<file path="src/design/pncs_pkg.sv">
`default_nettype none

package pncs_pkg;

	// Palette size: one cell of the search chain per entry.
	localparam int PALETTE_DEPTH = 8;

	// Field widths fixed by the interface.
	localparam int COLOR_W = 8;
	localparam int IDX_W   = 3;
	localparam int CFG_W   = 4;
	localparam int OUT_DIST_W = 23;

	// Internal widths.
	localparam int LUMA_W  = 8;
	localparam int OFF_W   = 9;
	localparam int DIFF_W  = 10;
	localparam int SQL_W   = 16;
	localparam int SQC_W   = 18;
	localparam int CHROMA_W = 20;
	localparam int DIST_W  = 24;
	localparam int WSUM_W  = 15;
	localparam int RECIP_W = 13;
	localparam int PROD_W  = WSUM_W + RECIP_W;

	// Luma weights and rounding term.
	localparam logic [WSUM_W-1:0] LUMA_WR    = WSUM_W'(30);
	localparam logic [WSUM_W-1:0] LUMA_WG    = WSUM_W'(59);
	localparam logic [WSUM_W-1:0] LUMA_WB    = WSUM_W'(11);
	localparam logic [WSUM_W-1:0] LUMA_ROUND = WSUM_W'(50);

	// Division by 100 as a multiply by 5243 / 2^19, exact for sums below 25600.
	localparam logic [RECIP_W-1:0] LUMA_RECIP = RECIP_W'(5243);
	localparam int LUMA_SHIFT = 19;

	typedef enum logic {
		CMD_LOAD  = 1'b0,
		CMD_QUERY = 1'b1
	} pncs_cmd_t;

	// One item moving down the chain, with the running best match.
	typedef struct packed {
		pncs_cmd_t          cmd;
		logic [IDX_W-1:0]   slot;
		logic [LUMA_W-1:0]  luma;
		logic [OFF_W-1:0]   off_r;
		logic [OFF_W-1:0]   off_g;
		logic [OFF_W-1:0]   off_b;
		logic [IDX_W-1:0]   best_idx;
		logic [DIST_W-1:0]  best_dist;
	} pncs_token_t;

	// Static settings of one cell.
	typedef struct packed {
		logic [IDX_W-1:0] id;
		logic             active;
		logic             first;
	} pncs_cell_cfg_t;

endpackage

`default_nettype wire

</file>
<file path="src/design/pncs_front.sv">
`default_nettype none

module pncs_front
	import pncs_pkg::*;
(
	input  wire logic               clk,
	input  wire logic               arst_n,
	input  wire logic               adv,
	input  wire logic               in_valid,
	input  wire logic               in_cmd,
	input  wire logic [IDX_W-1:0]   in_slot,
	input  wire logic [COLOR_W-1:0] in_red,
	input  wire logic [COLOR_W-1:0] in_green,
	input  wire logic [COLOR_W-1:0] in_blue,
	output logic                    out_valid,
	output pncs_token_t             out_tok
);

	logic               valid_s1;
	pncs_cmd_t          cmd_s1;
	logic [IDX_W-1:0]   slot_s1;
	logic [COLOR_W-1:0] red_s1;
	logic [COLOR_W-1:0] green_s1;
	logic [COLOR_W-1:0] blue_s1;
	logic [WSUM_W-1:0]  wsum_s1;
	logic [WSUM_W-1:0]  wsum;
	logic [PROD_W-1:0]  prod;
	logic [LUMA_W-1:0]  luma;
	logic               valid_s2;
	pncs_token_t        tok_s2;
	pncs_token_t        tok_next;

	// First stage: weighted channel sum including the rounding term.
	assign wsum = WSUM_W'(in_red) * LUMA_WR + WSUM_W'(in_green) * LUMA_WG
		+ WSUM_W'(in_blue) * LUMA_WB + LUMA_ROUND;

	always_ff @(posedge clk or negedge arst_n) begin
		if (!arst_n) begin
			valid_s1 <= 1'b0;
		end else if (adv) begin
			valid_s1 <= in_valid;
		end
	end

	always_ff @(posedge clk) begin
		if (adv) begin
			cmd_s1   <= pncs_cmd_t'(in_cmd);
			slot_s1  <= in_slot;
			red_s1   <= in_red;
			green_s1 <= in_green;
			blue_s1  <= in_blue;
			wsum_s1  <= wsum;
		end
	end

	// Second stage: divide by 100 and take each channel's offset from luma.
	assign prod = PROD_W'(wsum_s1) * PROD_W'(LUMA_RECIP);
	assign luma = LUMA_W'(prod >> LUMA_SHIFT);

	always_comb begin
		tok_next.cmd       = cmd_s1;
		tok_next.slot      = slot_s1;
		tok_next.luma      = luma;
		tok_next.off_r     = OFF_W'(red_s1) - OFF_W'(luma);
		tok_next.off_g     = OFF_W'(green_s1) - OFF_W'(luma);
		tok_next.off_b     = OFF_W'(blue_s1) - OFF_W'(luma);
		tok_next.best_idx  = '0;
		tok_next.best_dist = '0;
	end

	always_ff @(posedge clk or negedge arst_n) begin
		if (!arst_n) begin
			valid_s2 <= 1'b0;
		end else if (adv) begin
			valid_s2 <= valid_s1;
		end
	end

	always_ff @(posedge clk) begin
		if (adv) begin
			tok_s2 <= tok_next;
		end
	end

	assign out_valid = valid_s2;
	assign out_tok   = tok_s2;

endmodule

`default_nettype wire

</file>
<file path="config.mk">
export PLATFORM = sky130hd
export DESIGN_NAME = pncs_front
export DESIGN_NICKNAME = d
export VERILOG_FILES = /design/src/design/pncs_pkg.sv /design/src/design/pncs_front.sv
export SDC_FILE = /design/constraint.sdc
export NUM_CORES = 1
export LEC_CHECK = 0
export BUFFER_PORTS_ARGS = -buffer_cell sky130_fd_sc_hd__buf_4
export CORE_MARGIN = 2
export CORE_UTILIZATION = 52
export CTS_BUF_LIST = sky130_fd_sc_hd__clkbuf_4 sky130_fd_sc_hd__clkbuf_8
export CTS_CLUSTER_DIAMETER = 200
export DETAILED_ROUTE_END_ITERATION = 10
export PLACE_DENSITY = 0.71
export SLEW_MARGIN = 30
export SYNTH_ARGS = -nofsm -noshare
export SYNTH_HDL_FRONTEND = slang
export SYNTH_SLANG_ARGS = --single-unit
</file>
<file path="constraint.sdc">
create_clock -name clk -period 13.2 [get_ports clk]
set_input_delay 2.64 -clock clk [delete_from_list [all_inputs] [get_ports clk]]
set_output_delay 2.64 -clock clk [all_outputs]
set_load 0.01 [all_outputs]
</file>
Word-level counts from Yosys, hierarchy flattened. Cells that the tools add are included.

Word-level logic and storage cells: 24. Bits of input ports: 32. Bits in registers: 84.

Multiply operators: 4. Add/sub/neg operators: 6.

Operators with widths (count): multiplier 15 x 13 -> 27 bit, second input constant (1); subtractor 8 x 8 -> 9 bit (3); multiplier 8 x 4 -> 12 bit, second input constant (2); adder 13 x 14 -> 15 bit (1); adder 15 x 12 -> 15 bit (1); adder 15 x 6 -> 15 bit, second input constant (1); multiplier 8 x 6 -> 14 bit, second input constant (1).

Logic depth before layout (Yosys ltp).
Depth after elaboration: 4. Depth in mapped cells: 29.

Least setup slack after synthesis. OpenSTA, ideal clock, no wires.

Path type: input to register. From: input in_red[0]. To: register wsum_s1[14], data pin. Library setup time: 0.258 ns. Stages on the path: 20. Path buffers: 0. Data required time: 12.942 ns. Arrival time: 8.137 ns. Slack: 4.805 ns. Cells stage by stage: fa_1 inv_1 fa_1 fa_1 inv_1 fa_1 fa_1 fa_1 fa_1 ha_1 a21o_1 a21oi_1 o21bai_1 a21oi_1 o21bai_1 a21oi_1 nor2b_1 o21a_1 o41a_1 xnor2_1.

Word-level cells in the longest chain between the ends: 4.

Ends and longest elaborated chain: start, declared (line pncs_front.sv:12) `input wire logic [COLOR_W-1:0] in_red,`; multiplier 8 x 4 -> 12 bit (line pncs_front.sv:34) `assign wsum = WSUM_W'(in_red) * LUMA_WR + WSUM_W'(in_green) * LUMA_WG`; adder 13 x 14 -> 15 bit (line pncs_front.sv:34); adder 15 x 12 -> 15 bit (line pncs_front.sv:35) `+ WSUM_W'(in_blue) * LUMA_WB + LUMA_ROUND;`; adder 15 x 6 -> 15 bit (line pncs_front.sv:35); net wsum[14] (line pncs_front.sv:26) `logic [WSUM_W-1:0] wsum;`; end signal, assigned (line pncs_front.sv:52) `wsum_s1 <= wsum;`; end, declared (line pncs_front.sv:25) `logic [WSUM_W-1:0] wsum_s1;`.

The timed path passes the listed nets, and every way through them passes these cells. A chain may end at the register's enable or synchronous reset.

Worst setup path after layout. Ends and elaborated chain as after synthesis.

==> flow_summary_export.csv <==
group,metric,value,unit
cts,clk_path_buf_depth,2,
route,detail_route.iter0.violations,327,
synthesis,netlist_area,10460,um^2
sta,grt_setup_unrepaired,"false",
run_status,run_status,"finished clean",
cts,clock_tree_from_tritoncts,"built",
placed_design,hpwl_after_detailed_placement,16490,um
cts,clk_pin_slew,80,ps
setup_path,worst_path_largest_cell_delay,570,ps
synthesis,synth.distinct_cells,68,
cts,clock_sinks,84,
placed_design,port_buffers,71,
die,dieArea,21270,um^2
synthesis,syn_avg_cell_area,11.19,um^2
cts,total_cts_buffers,9,
synthesis,share_of_synthesized_cell_area_in_full_adder_half_adder_and_majority_cells,0.4717,
sta,fmaxAchievable,0.1195,GHz
die,dieHeight,145.8,um
sta,hold_violations,0,
finish,nNetsFinal,1346,
die,design.core.area,19590,um^2
synthesis,most_frequent_cell_after_synthesis,"sky130_fd_sc_hd__inv_1",
setup_path,worstPathRequired,13330,ps
synthesis,post_synth_mux_area_share,0.003110,
sta,timing_worst_slew_pin_value,792.3,ps
setup_path,worst_path_buffer_plus_inverter_count,3,
die,row_count,51,
sta,totalNegativeSetupSlack,0,ps
synthesis,yosys_register_bits,84,
grt,grt_first_pass_wirelength,32450,um
finish,layout-drive-gt1-share,0.1233,
die,die_x,145.8,um
run,timing.max_cap.violations,0,
setup_path,path_class,"primary input to flip-flop",
cts,worstSkewPairLatency,380,ps
grt,antenna_found_initial,0,
route,drt_wl_total,19140,um
die,floorplan.initialDensity,0.5340,
synthesis,synthFlopType,"sky130_fd_sc_hd__edfxtp_1",
synthesis,synth_top_family_by_area,"adder cells",
setup_path,slowest_stage,"sky130_fd_sc_hd__fa_1",
route,drc,0,
grt,grt_pass1_vias,6561,
synthesis,yosysWarnings,0,
setup_path,cp.arrival,8500,ps
grt,grt_use_total,0.1932,
synthesis,post_synth_most_frequent_cells,"254 x sky130_fd_sc_hd__inv_1, 172 x sky130_fd_sc_hd__ha_1, 133 x sky130_fd_sc_hd__fa_1, 82 x sky130_fd_sc_hd__edfxtp_1, 45 x sky130_fd_sc_hd__xnor2_1",
sta,final_min_period_over_clock_period,0.6342,
placed_design,globalplace.congestion,0.8625,
cts,cts-resized-gates,0,
die,floorplan.io_pins,99,
cts,cts_setup_buffers,0,
setup_path,worst_path_dominant_cell_family,"adder cells",
route,drtAntennaViolNets,0,
finish,antenna-diode-count,0,
cts,h-tree-depth,3,
synthesis,synthDominantAreaCellType,"sky130_fd_sc_hd__fa_1",
sta,finalWorstPathRequiredPeriod,8371,ps
setup_path,worst-path-max-fanout,4,
synthesis,ys_seq_area_frac,0.2402,
setup_path,cell_chain_of_the_critical_path,"buf_4, fa_1, inv_1, fa_1, fa_1, inv_1, fa_1, fa_1, fa_1, fa_1, ha_1, a21o_1, a21oi_1, o21bai_1, a21oi_1, o21bai_1, a21oi_1, nor2b_1, o21a_1, o41a_1, xnor2_1",
grt,grt_start_max_net_pins,85,
hold_path,hold_path.class,"flip-flop to flip-flop",
synthesis,yosys-top-cells-area,"sky130_fd_sc_hd__fa_1 25%, sky130_fd_sc_hd__edfxtp_1 24%, sky130_fd_sc_hd__ha_1 21%",
synthesis,post_synth_and_or_nand_nor_area_fraction,0.03445,
setup_path,worst_setup_path_start_kind,"primary input",
cts,cts_hold_repair.buffers,0,
route,post_drt_wl_per_cell,14.97,um
sta,setup_violations_final,0,
cts,cts_root_buf,"sky130_fd_sc_hd__clkbuf_8",
sta,max_slew_margin,0.4718,
setup_path,worst_path_most_repeated_cell,"sky130_fd_sc_hd__fa_1",
finish,synthToLayoutAreaGrowth,8.982,%
route,drt_pre_antenna_iters,4,
sta,timing.clock.skew,9.964,ps
synthesis,post_synth_inst_count,935,
synthesis,synth-compound-area-share,0.08408,
synthesis,synth-edff-count,82,
route,routed-via-count,6289,
route,post_drt_via_cell_ratio,4.917,
grt,globalRoute.totalOverflow,0,
synthesis,yosys.area.top_type_share,0.2545,
synthesis,async_reset_ff_frac,0.02381,
sta,number_of_pins_exceeding_their_max_slew_limit_in_the_final_report,0,
synthesis,parity_gate_share_of_the_synthesized_area_counting_xor_and_xnor_cells,0.05011,
setup_path,critPathCaptureType,"flip-flop",
==> worst paths after layout <==
path / cells past startpoint / end / startpoint / slack (ps)
worst max register to register: 25 / out_tok[42]$_DFFE_PP_ / wsum_s1[8]$_DFFE_PP_ / 5810
worst min register to register: 0 / out_tok[62]$_DFFE_PP_ / slot_s1[0]$_DFFE_PP_ / 430
worst max-delay path: 21 / wsum_s1[14]$_DFFE_PP_ / in_red[0] / 4830
max in group asynchronous: 1 / valid_s1$_DFFE_PN0P_ / arst_n / 11090
min in group asynchronous: 1 / out_valid$_DFFE_PN0P_ / arst_n / 2020
worst min-delay path: 0 / out_tok[62]$_DFFE_PP_ / slot_s1[0]$_DFFE_PP_ / 430
==> cells by family after synthesis <==
| kind of cell | Yosys count |
|---|---|
| adder cells (fa/ha/maj) | 316 |
| buffers and inverters | 290 |
| AO/OA/AOI/OAI | 110 |
| flip-flops | 84 |
| AND/OR/NAND/NOR | 72 |
| XOR/XNOR | 59 |
| multiplexers | 3 |
| other | 1 |
==> cell usage in the layout, fill, tap and decap left out, types with 4 or more instances in the layout <==
cell,n
sky130_fd_sc_hd__a21o_1,10
sky130_fd_sc_hd__a21oi_1,26
sky130_fd_sc_hd__a31oi_1,8
sky130_fd_sc_hd__and2_1,4
sky130_fd_sc_hd__buf_4,70
sky130_fd_sc_hd__clkbuf_8,9
sky130_fd_sc_hd__conb_1,27
sky130_fd_sc_hd__edfxtp_1,82
sky130_fd_sc_hd__fa_1,133
sky130_fd_sc_hd__ha_1,172
sky130_fd_sc_hd__inv_1,254
sky130_fd_sc_hd__maj3_2,8
sky130_fd_sc_hd__nand2_1,17
sky130_fd_sc_hd__nand3_1,5
sky130_fd_sc_hd__nor2_1,23
sky130_fd_sc_hd__nor2b_1,6
sky130_fd_sc_hd__o21a_1,4
sky130_fd_sc_hd__o21ai_0,13
sky130_fd_sc_hd__o21bai_1,8
sky130_fd_sc_hd__o22ai_1,5
sky130_fd_sc_hd__xnor2_1,44
sky130_fd_sc_hd__xor2_1,13
==> metrics by stage <==
stage	setup slack (ps)	instances	hold slack, ps	area [um^2]	util
3_5_place_dp	4423	1263	404.5	11180	0.5706
2_1_floorplan	4805	961	400.3	10560	-
6_report	4829	1279	425.2	11400	0.5820
4_1_cts	4824	1279	424.1	11400	0.5818
5_1_grt	4523	1279	435.2	11400	0.5820
3_3_place_gp	4471	1263	400.8	11170	0.5702
==> per-layer routing <==
layer | up-vias | part of all wire | track usage | wire (um)
met3 | 19 | 0.036 | 0.02194 | 687
met2 | 103 | 0.48 | 0.3212 | 9197
met4 | 0 | 0.020 | 0.05245 | 374
met5 | - | 0 | 0 | 0
met1 | 3062 | 0.46 | 0.2705 | 8884
li1 | 3105 | - | - | -
==> state kept, by name (all words and copies together) (netlist names) <==
signal     flops
green_s1       8
out_valid      1
cmd_s1         1
blue_s1        8
out_tok       39
red_s1         8
wsum_s1       15
valid_s1       1
slot_s1        3
==> final cells by class <==
cell class	count	area, um^2
tap	265	331.6
timing repair buffer	71	536.8
fill	1618	8189
clock inverter	6	87.58
sequential	84	2512
multi-input combinational	587	6840
clock buffer	10	131.4
inverter	256	960.9
Power is left out: the tool's default activity adds up to more than one toggle a clock period on the data nets, which glitch-free logic cannot reach.
