File: config.mk
export PLATFORM = sky130hd
export DESIGN_NAME = pncs_cell
export DESIGN_NICKNAME = d
export VERILOG_FILES = /design/src/design/pncs_pkg.sv /design/src/design/pncs_cell.sv
export SDC_FILE = /design/constraint.sdc
export NUM_CORES = 1
export LEC_CHECK = 0
export ABC_AREA = 1
export BUFFER_PORTS_ARGS = -buffer_cell sky130_fd_sc_hd__buf_2
export CELL_PAD_IN_SITES_DETAIL_PLACEMENT = 0
export CELL_PAD_IN_SITES_GLOBAL_PLACEMENT = 2
export CORE_MARGIN = 2
export CORE_UTILIZATION = 44
export DETAILED_ROUTE_END_ITERATION = 16
export PLACE_DENSITY_LB_ADDON = 0.1
export SYNTH_ARGS = -nofsm -noshare
export SYNTH_HDL_FRONTEND = slang
export SYNTH_SLANG_ARGS = --single-unit
File: constraint.sdc
create_clock -name clk -period 10.9 [get_ports clk]
set_clock_uncertainty 0.1 [all_clocks]
set_input_delay 1.635 -clock clk [delete_from_list [all_inputs] [get_ports clk]]
set_output_delay 1.635 -clock clk [all_outputs]
set_load 0.01 [all_outputs]
File: src/design/pncs_pkg.sv
`default_nettype none

package pncs_pkg;

	// Palette size: one cell of the search chain per entry.
	localparam int PALETTE_DEPTH = 8;

	// Field widths fixed by the interface.
	localparam int COLOR_W = 8;
	localparam int IDX_W   = 3;
	localparam int CFG_W   = 4;
	localparam int OUT_DIST_W = 23;

	// Internal widths.
	localparam int LUMA_W  = 8;
	localparam int OFF_W   = 9;
	localparam int DIFF_W  = 10;
	localparam int SQL_W   = 16;
	localparam int SQC_W   = 18;
	localparam int CHROMA_W = 20;
	localparam int DIST_W  = 24;
	localparam int WSUM_W  = 15;
	localparam int RECIP_W = 13;
	localparam int PROD_W  = WSUM_W + RECIP_W;

	// Luma weights and rounding term.
	localparam logic [WSUM_W-1:0] LUMA_WR    = WSUM_W'(30);
	localparam logic [WSUM_W-1:0] LUMA_WG    = WSUM_W'(59);
	localparam logic [WSUM_W-1:0] LUMA_WB    = WSUM_W'(11);
	localparam logic [WSUM_W-1:0] LUMA_ROUND = WSUM_W'(50);

	// Division by 100 as a multiply by 5243 / 2^19, exact for sums below 25600.
	localparam logic [RECIP_W-1:0] LUMA_RECIP = RECIP_W'(5243);
	localparam int LUMA_SHIFT = 19;

	typedef enum logic {
		CMD_LOAD  = 1'b0,
		CMD_QUERY = 1'b1
	} pncs_cmd_t;

	// One item moving down the chain, with the running best match.
	typedef struct packed {
		pncs_cmd_t          cmd;
		logic [IDX_W-1:0]   slot;
		logic [LUMA_W-1:0]  luma;
		logic [OFF_W-1:0]   off_r;
		logic [OFF_W-1:0]   off_g;
		logic [OFF_W-1:0]   off_b;
		logic [IDX_W-1:0]   best_idx;
		logic [DIST_W-1:0]  best_dist;
	} pncs_token_t;

	// Static settings of one cell.
	typedef struct packed {
		logic [IDX_W-1:0] id;
		logic             active;
		logic             first;
	} pncs_cell_cfg_t;

endpackage

`default_nettype wire

File: src/design/pncs_cell.sv
`default_nettype none

module pncs_cell
	import pncs_pkg::*;
(
	input  wire logic           clk,
	input  wire logic           arst_n,
	input  wire logic           adv,
	input  wire pncs_cell_cfg_t cfg,
	input  wire logic           in_valid,
	input  wire pncs_token_t    in_tok,
	output logic                out_valid,
	output pncs_token_t         out_tok
);

	logic [LUMA_W-1:0]          ent_luma_q;
	logic [OFF_W-1:0]           ent_off_r_q;
	logic [OFF_W-1:0]           ent_off_g_q;
	logic [OFF_W-1:0]           ent_off_b_q;
	logic                       load_hit;
	logic signed [OFF_W-1:0]    dl;
	logic signed [DIFF_W-1:0]   dr;
	logic signed [DIFF_W-1:0]   dg;
	logic signed [DIFF_W-1:0]   db;
	logic signed [2*OFF_W-1:0]  pl;
	logic signed [2*DIFF_W-1:0] pr;
	logic signed [2*DIFF_W-1:0] pg;
	logic signed [2*DIFF_W-1:0] pb;
	logic                       valid_s1;
	pncs_token_t                tok_s1;
	logic [SQL_W-1:0]           sq_l_s1;
	logic [SQC_W-1:0]           sq_r_s1;
	logic [SQC_W-1:0]           sq_g_s1;
	logic [SQC_W-1:0]           sq_b_s1;
	logic [CHROMA_W-1:0]        chroma;
	logic [DIST_W-1:0]          cand_dist;
	logic                       take;
	logic                       valid_s2;
	pncs_token_t                tok_s2;
	pncs_token_t                tok_next;

	// A load claims this cell's entry as it passes; items behind it see the new color.
	assign load_hit = in_valid && (in_tok.cmd == CMD_LOAD) && (in_tok.slot == cfg.id);

	always_ff @(posedge clk) begin
		if (adv && load_hit) begin
			ent_luma_q  <= in_tok.luma;
			ent_off_r_q <= in_tok.off_r;
			ent_off_g_q <= in_tok.off_g;
			ent_off_b_q <= in_tok.off_b;
		end
	end

	// Stage one: differences and their squares.
	assign dl = $signed(OFF_W'(ent_luma_q)) - $signed(OFF_W'(in_tok.luma));
	assign dr = DIFF_W'($signed(ent_off_r_q)) - DIFF_W'($signed(in_tok.off_r));
	assign dg = DIFF_W'($signed(ent_off_g_q)) - DIFF_W'($signed(in_tok.off_g));
	assign db = DIFF_W'($signed(ent_off_b_q)) - DIFF_W'($signed(in_tok.off_b));
	assign pl = dl * dl;
	assign pr = dr * dr;
	assign pg = dg * dg;
	assign pb = db * db;

	always_ff @(posedge clk or negedge arst_n) begin
		if (!arst_n) begin
			valid_s1 <= 1'b0;
		end else if (adv) begin
			valid_s1 <= in_valid;
		end
	end

	always_ff @(posedge clk) begin
		if (adv) begin
			tok_s1  <= in_tok;
			sq_l_s1 <= pl[SQL_W-1:0];
			sq_r_s1 <= pr[SQC_W-1:0];
			sq_g_s1 <= pg[SQC_W-1:0];
			sq_b_s1 <= pb[SQC_W-1:0];
		end
	end

	// Stage two: weighted distance and the running minimum, earliest entry on ties.
	assign chroma    = CHROMA_W'(sq_r_s1) + CHROMA_W'(sq_g_s1) + CHROMA_W'(sq_b_s1);
	assign cand_dist = (DIST_W'(sq_l_s1) << 1) + (DIST_W'(chroma) << 3) + DIST_W'(chroma);
	assign take      = cfg.first || (cfg.active && (cand_dist < tok_s1.best_dist));

	always_comb begin
		tok_next = tok_s1;
		if (take) begin
			tok_next.best_idx  = cfg.id;
			tok_next.best_dist = cand_dist;
		end
	end

	always_ff @(posedge clk or negedge arst_n) begin
		if (!arst_n) begin
			valid_s2 <= 1'b0;
		end else if (adv) begin
			valid_s2 <= valid_s1;
		end
	end

	always_ff @(posedge clk) begin
		if (adv) begin
			tok_s2 <= tok_next;
		end
	end

	assign out_valid = valid_s2;
	assign out_tok   = tok_s2;

endmodule

`default_nettype wire

Yosys cells after proc, flatten, opt, wreduce, memory -nomap -nowiden
Cells that the tools add are included.
- latch bits: 0
- RAM bits: 0
- register bits: 239
- memories: 0
- memory bits (read-only): 0
- shifts and indexed selects: 0
- div/mod/pow operators: 0
- muxes and demuxes: 1
- reductions and logical operators: 5
- $add $sub $neg: 8
- equal/unequal tests: 1
- bitwise gates (word level): 1
- $mul: 4
- order comparisons: 1
- operator list (cell ; count):
    10-bit by 10-bit multiplier with 18-bit output ; 3
    9-bit by 9-bit subtractor with 10-bit output ; 3
    27-bit 2-to-1 mux ; 1
    17-bit by 23-bit adder with 24-bit output ; 1
    24-bit by 20-bit adder with 24-bit output ; 1
    24-bit less-than comparator ; 1
    19-bit by 18-bit adder with 20-bit output ; 1
    18-bit by 18-bit adder with 19-bit output ; 1
    9-bit by 9-bit multiplier with 16-bit output ; 1
    8-bit by 8-bit subtractor with 9-bit output ; 1
    1-bit logical AND ; 4
    3-bit == test ; 1
    1-bit logical OR ; 1
    1-bit NOT ; 1

Logic depth before layout (Yosys ltp)
- depth in word-level cells: 8
- depth in mapped cells: 37

Worst setup path after synthesis
Ideal clock, no wire load.
- path type: in2reg
- from: input in_tok[31] (netlist bit)
- to: register sq_b_s1[17], data pin
- path buffers: 0
- cell stages on the path: 27
- library setup time: 0.252 ns
- data required time: 10.548 ns
- arrival: 6.927 ns
- setup slack: 3.621 ns
- cell sequence: inv_1 ha_1 a21o_1 a21oi_1 nand2_2 nand2_1 nand2_1 nand2_2 clkinv_1 nor2_1 fa_1 fa_1 inv_1 fa_1 inv_1 fa_1 inv_1 fa_1 inv_1 ha_1 a21o_1 o21ai_0 o2111ai_1 a31oi_1 inv_1 nand2_1 nand2_1
- longest elaborated chain between the ends: 2
- ends and longest elaborated chain (element ; RTL line ; text):
    start, declared ; pncs_cell.sv:11 ; input wire pncs_token_t in_tok,
    9-bit by 9-bit subtractor with 10-bit output ; pncs_cell.sv:58 ; assign db = DIFF_W'($signed(ent_off_b_q)) - DIFF_W'($signed(in_tok.off_b));
    10-bit by 10-bit multiplier with 18-bit output ; pncs_cell.sv:62 ; assign pb = db * db;
    via pb[17] ; pncs_cell.sv:28 ; logic signed [2*DIFF_W-1:0] pb;
    end signal, assigned ; pncs_cell.sv:78 ; sq_b_s1 <= pb[SQC_W-1:0];
    end, declared ; pncs_cell.sv:34 ; logic [SQC_W-1:0] sq_b_s1;
The timed path passes the listed nets, and every way through them passes these cells.
A chain may end at the register's enable or synchronous reset.

Final worst setup path
- from: input in_tok[29] (netlist bit)
- to: register sq_b_s1[17], data pin
Same word-level chain as after synthesis.

==> flow_metrics.env <==
export IMPL_status="complete, no violations"
export IMPL_antenna_found_initial=0
export IMPL_vias=15800
export IMPL_fillers=5077
export IMPL_multiInputGateArea_mm2=0.01469
export IMPL_vias_per_cell=4.785
export IMPL_cp_max_fo=6
export IMPL_top_usage_layer="met2"
export IMPL_drv_slew=0
export IMPL_hold_class="flip-flop to flip-flop"
export IMPL_drc=0
export IMPL_h_tree_depth=1
export IMPL_cts_setup_buffers=0
export IMPL_ys_warn_count=0
export IMPL_cts_tree="built"
export IMPL_drive_gt1_share_pct=10.05
export IMPL_maxCapViolCount=0
export IMPL_syn_mean_instance_area_um2=9.877
export IMPL_r2r_slack_ns=4.28
export IMPL_worst_slew_pin_transition_ns=0.7698
export IMPL_ys_flop_type="edfxtp_1"
export IMPL_fin_crit_sh_pct=68.61
export IMPL_die_area_mm2=0.05625
export IMPL_required_ns=11.11
export IMPL_io_buffer_count=141
export IMPL_overflow=0
export IMPL_min_to="out_tok[55]$_DFFE_PP_"
export IMPL_cp_data_arrival_time_ns=7.69
export IMPL_synth_edf_count=233
export IMPL_grtUsageTotal_pct=18.08
export IMPL_ys_seq_area_share_pct=29.46
export IMPL_ant_nets=0
export IMPL_ctsHoldBuffers=0
export IMPL_rr_startpoint="ent_off_b_q[0]$_DFFE_PP_"
export IMPL_cp_start_kind="input pin"
export IMPL_dr_pass1_iters=5
export IMPL_grt_pass1_vias=16930
export IMPL_crit_path_end_kind="flip-flop"
export IMPL_timing_rr_end="sq_b_s1[17]$_DFFE_PP_"
export IMPL_synthCells=2422
export IMPL_area_growth_pct=10.70
export IMPL_grt_pass1_wl_um=83150
export IMPL_root_buffer="clkbuf_16"
export IMPL_drtIter0Drc=656
export IMPL_die_h_um=237.2
export IMPL_gr_usage_met2_pct=31.29
export IMPL_rsz0062_at_grt="false"
export IMPL_synth_area_top_cells="edfxtp_1 (29%), fa_1 (25%), ha_1 (13%), inv_1 (8.7%), nand2_1 (5.4%)"
export IMPL_final_cell_area_mm2=0.02648
export IMPL_clock_sinks=235
export IMPL_criticalPathCategory="input pin to flip-flop"
export IMPL_grtUsageMet1_pct=24.78
export IMPL_cts_resized=0
export IMPL_place_congestion=0.8235
export IMPL_final_nets=3221
export IMPL_finalWirelength_um=48060
export IMPL_core_area_mm2=0.05381
export IMPL_fin_setup_tns_ns=0
export IMPL_finalSetupViolCount=0
export IMPL_avgRoutedWirePerCell_um=14.55
export IMPL_clockBufferDepth=3
export IMPL_clk_latency_ns=0.57
export IMPL_fmax_ghz=0.1337
export IMPL_yosys_area_top_type_share_pct=29.25
export IMPL_numCtsBuffers=28
export IMPL_place_area_mm2=0.02550
export IMPL_min_path_cells=0
export IMPL_initial_core_util_pct=44.45
export IMPL_ys_seq_elements=235
export IMPL_ys_types=54
export IMPL_fin_crit_ns=7.478
export IMPL_synth_top_area_cell="edfxtp_1"
export IMPL_finalHoldViolCount=0
export IMPL_grt_max_degree=117
export IMPL_diodes=0
export IMPL_clkTransAtPathRegs_ns=0.06
export IMPL_rows=85
export IMPL_hp_start="tok_next[55]$_DFFE_PP_"
export IMPL_met3_usage_pct=2.241
export IMPL_syn_cell_area_mm2=0.02392
export IMPL_io_pins=142
export IMPL_async_flop_share_pct=0.8511
export IMPL_slew_headroom_pct=48.68
export IMPL_die_w_um=237.2
export IMPL_reg2reg_depth=33
export IMPL_dpl_hpwl_um=39930
export IMPL_seq_area_mm2=0.007047
-- final cells by class --
| class | count | area share [%] |
|---|---|---|
| sequential | 235 | 26.61 |
| inverter | 569 | 8.074 |
| clock inverter | 20 | 0.9402 |
| tap | 696 | 3.288 |
| clock buffer | 32 | 2.783 |
| multi-input combinational | 1607 | 55.47 |
| timing repair buffer | 144 | 2.835 |
-- cell families (layout without fill, tap and decap cells) --
logic type	Yosys count	in the layout	synth area share, %
flip-flops	235	235	29.46
adder cells (fa/ha/maj)	561	561	38.88
AND/OR/NAND/NOR	682	682	11.95
other	2	5	0.03139
XOR/XNOR	120	120	4.644
AO/OA/AOI/OAI	239	239	5.837
buffers and inverters	583	765	9.205
-- synthesized netlist by cell type, drive strengths merged, types with 9 or more instances --
cell,instances
a21o,13
a21oi,116
clkbuf,12
clkinv,9
edfxtp,233
fa,304
ha,257
inv,560
nand2,367
nand3,61
nand4,10
nor2,202
nor3,18
o21ai,73
o21bai,10
or2,12
xnor2,36
xor2,84
-- through the flow --
step / util, % / setup slack [ns] / hold slack, ns / cells
final: 49.21 / 3.422 / 0.3149 / 3303
after global routing: 49.21 / 2.970 / 0.3163 / 3303
after CTS: 49.21 / 3.457 / 0.3138 / 3303
after detailed placement: 47.38 / 2.877 / 0.3045 / 3251
after global placement: 47.38 / 2.896 / 0.3005 / 3251
after floorplan: - / 3.621 / 0.3003 / 2425
-- state kept, by name, summed over array words and instances (netlist names), 9 cells and up --
name,count
ent_off_b_q,9
ent_off_g_q,9
ent_off_r_q,9
out_tok,66
sq_b_s1,17
sq_g_s1,17
sq_l_s1,15
sq_r_s1,17
tok_next,39
tok_s1,27
-- critical path, stage by stage --
cell and delay (ns):
buf_2 0.10, inv_1 0.04, ha_1 0.34, a21oi_1 0.16, nand2_1 0.14, a21oi_1 0.19, xor2_1 0.54, inv_2 0.19
nor2_1 0.22, inv_1 0.09, fa_1 0.60, inv_1 0.07, ha_1 0.30, a21o_1 0.18, fa_1 0.54, inv_1 0.06
fa_1 0.44, fa_1 0.51, inv_1 0.04, ha_1 0.32, a21oi_1 0.24, nor2_1 0.07, o21ai_0 0.16, o2111ai_1 0.11
a31oi_1 0.23, inv_1 0.07, nand2_1 0.07, nand2_1 0.05
-- worst max path at each step --
| stage | depth (start not counted) | startpoint | slack, ns | to |
|---|---|---|---|---|
| detailed placement | 27 | in_tok[29] | 2.88 | sq_b_s1[13]$_DFFE_PP_ |
| finish | 28 | in_tok[29] | 3.42 | sq_b_s1[17]$_DFFE_PP_ |
| floorplan | 27 | in_tok[31] | 3.62 | sq_b_s1[17]$_DFFE_PP_ |
| global placement | 27 | in_tok[29] | 2.90 | sq_b_s1[13]$_DFFE_PP_ |
| global route | 28 | in_tok[29] | 2.97 | sq_b_s1[17]$_DFFE_PP_ |
| CTS | 27 | in_tok[29] | 3.46 | sq_b_s1[13]$_DFFE_PP_ |
-- cells in the final DEF (no fill, tap or decap), types with 10 or more instances in the layout --
master and count:
fa_1 304, buf_2 140, or2_2 11, nor3_1 15, nand4_1 10, clkinv_1 14, a21oi_1 112, inv_1 552
xnor2_1 35, nand2_1 345, a21o_1 13, nor2_1 194, nand2_2 21, ha_1 257, xor2_1 80, nand3_1 59
o21ai_0 60, edfxtp_1 233, clkbuf_16 29
-- metal layers --
| layer | share of wire, % | wire length, um |
|---|---|---|
| met4 | 1.4 | 680 |
| met1 | 47 | 22660 |
| met3 | 3.6 | 1749 |
| met2 | 48 | 22970 |
| met5 | 0 | 0 |
Power is not shown: default switching activity piles up to over one toggle a cycle in this logic, so the estimate is an artifact.
